**config.mk**
```make
export PLATFORM = sky130hd
export DESIGN_NAME = bnc_ram
export DESIGN_NICKNAME = d
export VERILOG_FILES = /design/src/rtl/bnc_ram.sv
export SDC_FILE = /design/constraint.sdc
export NUM_CORES = 1
export LEC_CHECK = 0
export ABC_AREA = 1
export BUFFER_PORTS_ARGS = -buffer_cell sky130_fd_sc_hd__buf_2
export CORE_MARGIN = 3
export CORE_UTILIZATION = 55
export DETAILED_ROUTE_END_ITERATION = 7
export PLACE_DENSITY = 0.81
export SYNTH_ARGS = -nofsm -noshare
export SYNTH_HDL_FRONTEND = slang
export SYNTH_SLANG_ARGS = --single-unit
```
**constraint.sdc**
```tcl
create_clock -name clk_i -period 2.9 [get_ports clk_i]
set_clock_uncertainty 0.05 [all_clocks]
set_input_delay 0.29 -clock clk_i [delete_from_list [all_inputs] [get_ports clk_i]]
set_output_delay 0.29 -clock clk_i [all_outputs]
set_load 0.005 [all_outputs]
```
**src/rtl/bnc_ram.sv**
```systemverilog
// Generic single-write, single-read RAM with registered read data.
`default_nettype none

module bnc_ram #(
  parameter int Width = 2,
  parameter int Depth = 256,
  localparam int AddrW = (Depth > 1) ? $clog2(Depth) : 1
) (
  input  wire logic             clk_i,
  input  wire logic             we_i,
  input  wire logic [AddrW-1:0] waddr_i,
  input  wire logic [Width-1:0] wdata_i,
  input  wire logic [AddrW-1:0] raddr_i,
  output logic      [Width-1:0] rdata_o
);

  logic [Width-1:0] mem_q [Depth];

  always_ff @(posedge clk_i) begin
    if (we_i) begin
      mem_q[waddr_i] <= wdata_i;
    end
    rdata_o <= mem_q[raddr_i];
  end

endmodule

`default_nettype wire

```
==> After elaboration in Yosys (flattened, before gate mapping) <==
Memory sizes are Yosys's and may differ from the RTL's. A register that Yosys moved wholly into a read port is not among the register bits.
Cells that the tools add are included.
{ "totals": {"output_inout_bits": 2, "regBits": 0, "ramBits": 512, "mem_count": 1} }
{ "op_classes": {"muxes": 2} }
{ "memory_table": {"columns": ["name", "depth", "width", "rd", "rd_clocked_by_memory_dff", "wr", "line_no", "rtl"], "rows": [
  ["mem_q", 256, 2, 1, 1, 1, "17", "logic [Width-1:0] mem_q [Depth];"]
]} }
{ "ops": {"columns": ["cell", "count"], "rows": [
  ["1-bit two-way mux", 2]
]} }

==> Longest topological paths before layout <==
{ "depth": {"ltp_word": 2, "mapped_depth": 14} }

==> Least setup slack after synthesis <==
Ideal clock, no wire load.
{ "synth_path": {"path_kind": "input port to flip-flop", "start": "input we_i", "end": "memory mem_q[162][0], enable pin", "t_required_ns": 2.541, "n_path_buf": 2, "path_stages": 4, "path_slack_ns": 1.379, "arrival_ns": 1.162, "cell_sequence": "clkbuf_1 > nand3_1 > clkbuf_1 > nor2_1"} }
{ "synth_via": {"elab_chain_cells": 2} }
{ "synth_rtl": {"columns": ["element", "line_no", "rtl"], "rows": [
  ["from (decl)", "10", "input wire logic we_i,"],
  ["1-bit two-way mux", "20", "if (we_i) begin"],
  ["1-bit two-way mux (implied by the code)", "21", "mem_q[waddr_i] <= wdata_i;"],
  ["to (decl)", "17", null]
]} }
Every way passes these cells.

==> impl_summary.txt <==
----------------------------------------------------
[Finish]
  Final core area utilization ... a little over 60%
  Area added between synthesis and finish ... 8.98%
  Layout cells sized above 1 ... 6.31%
  Net count of the finished layout ... between 2000 and 2500
  Post-layout instance count excluding filler cells ... roughly 2600

[Floorplanning]
  Area of the core ... 0.0392 mm²
  Die footprint ... 0.0427 mm²
  Horiz. Die Dim ... between 200 and 250 µm
  Initial core utilization ... 56.5%
  Number of top-level pins ... 22
  Die extent in y ... slightly above 200 µm
  Site Rows ... about 70

[Logic synthesis]
  Library cell with the largest summed area after synthesis ... sky130_fd_sc_hd__edfxtp_1
  Count of mapped cells out of synthesis ... around 2100
  Post-synthesis adder-cell area fraction ... 0%
  Mapped Area ... approximately 0.022 mm²
  Largest family of logic cells by synthesized area ... simple AND/OR/NAND/NOR gates
  Complex-gate fraction of the synthesized area ... 0%
  Post-synthesis xor/xnor area fraction ... 0%
  Synth unique cells ... 15
  Post-synthesis sequential area ratio ... between 60% and 70%
  Post-synthesis mux area share ... 0%
  Net count after synthesis ... approximately 2100
  Number of synthesized register bits ... 514
  Area share of the leading cell type in the synthesized netlist ... between 60 and 70%
  Most area-consuming cells after synthesis ... sky130_fd_sc_hd__edfxtp_1 (69%), sky130_fd_sc_hd__nand3_1 (11%), sky130_fd_sc_hd__nand2_1 (9.9%)
  Share of synthesized cell area in and, or, nand and nor gates ... 25.9%
  Synthesized area per cell ... approximately 11 µm²
  Warnings from Yosys ... 0

[Clock network]
  CTS root buf ... sky130_fd_sc_hd__clkbuf_16
  Number of CTS-inserted buffers ... approximately 50
  Clock transition at the registers of the reported paths ... 0.07 ns
  Clock insertion delay at the later pin of the skew report ... ~0.58 ns
  CTS H-tree depth ... 2
  Sink Count ... a little over 500
  Max clock buf depth ... 3
  Clock tree from TritonCTS ... done
  Number of gates resized after cts ... 0

[Worst setup path]
  Kind of end point of the critical path ... flip-flop
  Highest cell delay on the worst timing path ... 0.38 ns
  Critical Path RT ... approximately 3.4 ns
  Startpoint-to-endpoint class of the critical path ... in2reg
  Worst path top cell family by delay ... simple AND/OR/NAND/NOR gates
  Critical Path Start Type ... input port
  Crit path buffers/inverters ... 3
  Crit path cell chain ... buf_6 > inv_6 > buf_4 > nand2_1 > nand3_1 > nand3_1 > nand3_1 > nand3_1 > nand2_1 > nand2_1 > nand3_1 > nand3_1 > nand2_1
  Cell type of the slowest stage on the worst timing path ... sky130_fd_sc_hd__buf_4
  Crit path arrival time ... ~2.4 ns
  CP Max Fanout ... 50
  Most used cell along the critical path ... sky130_fd_sc_hd__nand3_1

[GRT]
  Vias in the first global route ... 15100
  GRT overflow ... 0
  GRT Util Overall ... 25.8%
  Routing usage on met3 ... ~5.0%
  GR met1 Demand/Resource ... about a third
  Pin count of the biggest net entering global routing ... roughly 130
  Antenna violations before repair ... 0
  M2 GR Usage ... between 40% and 50%
  Wire length of the first global-routing pass ... 83500 µm
  Layer carrying the most global-route usage ... met2

[STA]
  Post-layout minimum cycle time ... between 1.5 and 2 ns
  Post-Route Setup TNS ... 0 ns
  Post-route setup slack ... 1.00 ns
  Fin Hold WS ... 0.0739 ns
  Number of endpoints failing setup at the final stage ... 0
  Slew at the pin with the worst max-slew slack ... ~1.1 ns
  Unrepaired setup endpoints after global routing ... no
  Final worst-path cycle share ... between 60% and 70%
  Slew Limit Headroom ... 29.1%
  Achievable Freq ... ~530 MHz
  Number of endpoints with negative hold slack in the final report ... 0
  Max-slew violation count ... 0

[Drt]
  Number of search-and-repair iterations in the first detailed-routing pass ... 5
  DRC violation count after routing ... 0
  Via count ... around 16000
  Count of antenna-violating nets left after detailed routing ... 0
  Starting DRC count in detailed routing ... approximately 2300
  Vias/cell ... just over 6
  Wirelength per Cell ... 21.1 µm
  Total wirelength of the detailed-routed design ... 54500 µm

[Flow run]
  Max cap viols ... 0

[Power]
  Power per Cell Area ... between 600 and 700 mW/mm²
  Leak pwr ... roughly 8.3 nW
  Worst IR Drop VDD ... just over 0.0004 V

[Outcome]
  Outcome ... complete, no violations

[Placed design]
  Worst-case setup slack after placement ... between 0.5 and 0.6 ns
  Global placer's final weighted congestion ... 0.868
  DP Cell Count ... approximately 2500
  Detailed-placement wirelength estimate ... about 31000 µm
  Port bufs ... 21

[Hold path]
  Class of the tightest hold or removal check ... in2reg

----------------------------------------------------
-- path summary, 6_finish.rpt --
check                           depth (start not counted)               startpoint                 end  slack (ns)
worst max register to register                         10  mem_q[206][1]$_DFFE_PP_  rdata_o[1]$_DFF_P_        1.24
worst min-delay path                                    4               raddr_i[6]  rdata_o[1]$_DFF_P_        0.07
worst min register to register                         10  mem_q[102][1]$_DFFE_PP_  rdata_o[1]$_DFF_P_        0.94
worst max-delay path                                   13               raddr_i[0]  rdata_o[1]$_DFF_P_        1.00
-- logic make-up after synthesis --
family,Yosys count
simple gates,1359
buf+inv,182
flops,514
-- what timing repair did --
item	CTS	global route
setup buffers	0	0
hold endpoints to repair	2	0
hold buffers	1	0
-- sequential cells by signal (all words and copies together), names as in the netlist --
name and flops:
rdata_o 2, mem_q 512
-- where the power goes --
group          internal [mW]  switching, mW
clock network           3.64           2.63
registers               8.19        0.00638
logic                  0.245          0.718
total                   12.1           3.36
-- worst min-delay path, cell delays in order --
cell and delay (ns):
sky130_fd_sc_hd__buf_2 0.14, sky130_fd_sc_hd__nand3_1 0.09, sky130_fd_sc_hd__nand3_1 0.08, sky130_fd_sc_hd__nand2_1 0.07
-- routing by layer --
layer	vias up	part of all wire, %
met1	7463	36
met5	-	0
met3	185	12
met4	0	4.5
li1	7001	-
met2	1018	48
-- cells in the mapped netlist --
master                     count
sky130_fd_sc_hd__nor2_1      283
sky130_fd_sc_hd__buf_1         9
sky130_fd_sc_hd__clkbuf_1     46
sky130_fd_sc_hd__nand3_1     495
sky130_fd_sc_hd__dfxtp_1       2
sky130_fd_sc_hd__nand2_1     581
sky130_fd_sc_hd__edfxtp_1    512
sky130_fd_sc_hd__buf_2        54
sky130_fd_sc_hd__inv_1        37
sky130_fd_sc_hd__buf_4         8
sky130_fd_sc_hd__inv_2         1
sky130_fd_sc_hd__buf_6        24
sky130_fd_sc_hd__buf_12        1
sky130_fd_sc_hd__inv_4         1
sky130_fd_sc_hd__buf_8         1
-- final cells by class --
class                      count  area [µm²]
antenna                        1        2.50
clock buffer                  62        1320
clock inverter                25         244
fill                        2946       15100
inverter                      39         154
multi-input combinational   1359        5720
sequential                   514       15400
tap                          518         648
timing repair buffer          62         612
-- placed cells by master, fill, tap and decap left out, drive strengths merged --
master | synthesis | final
clkinvlp | 0 | 1
clkinv | 0 | 18
dfxtp | 2 | 2
buf | 97 | 61
inv | 39 | 40
nand2 | 581 | 581
diode | 0 | 1
bufinv | 0 | 5
edfxtp | 512 | 512
clkbuf | 46 | 62
nand3 | 495 | 495
dlygate4sd3 | 0 | 1
nor2 | 283 | 283
-- through the flow --
step           total power [mW]  area (µm²)
2_1_floorplan              8.93       22100
4_1_cts                    15.4       24100
3_5_place_dp               9.28       22500
6_report                   15.4       24100
5_1_grt                    15.8       24100
3_3_place_gp               9.26       22500
No activity file was read; power rests on OpenSTA's default activity.
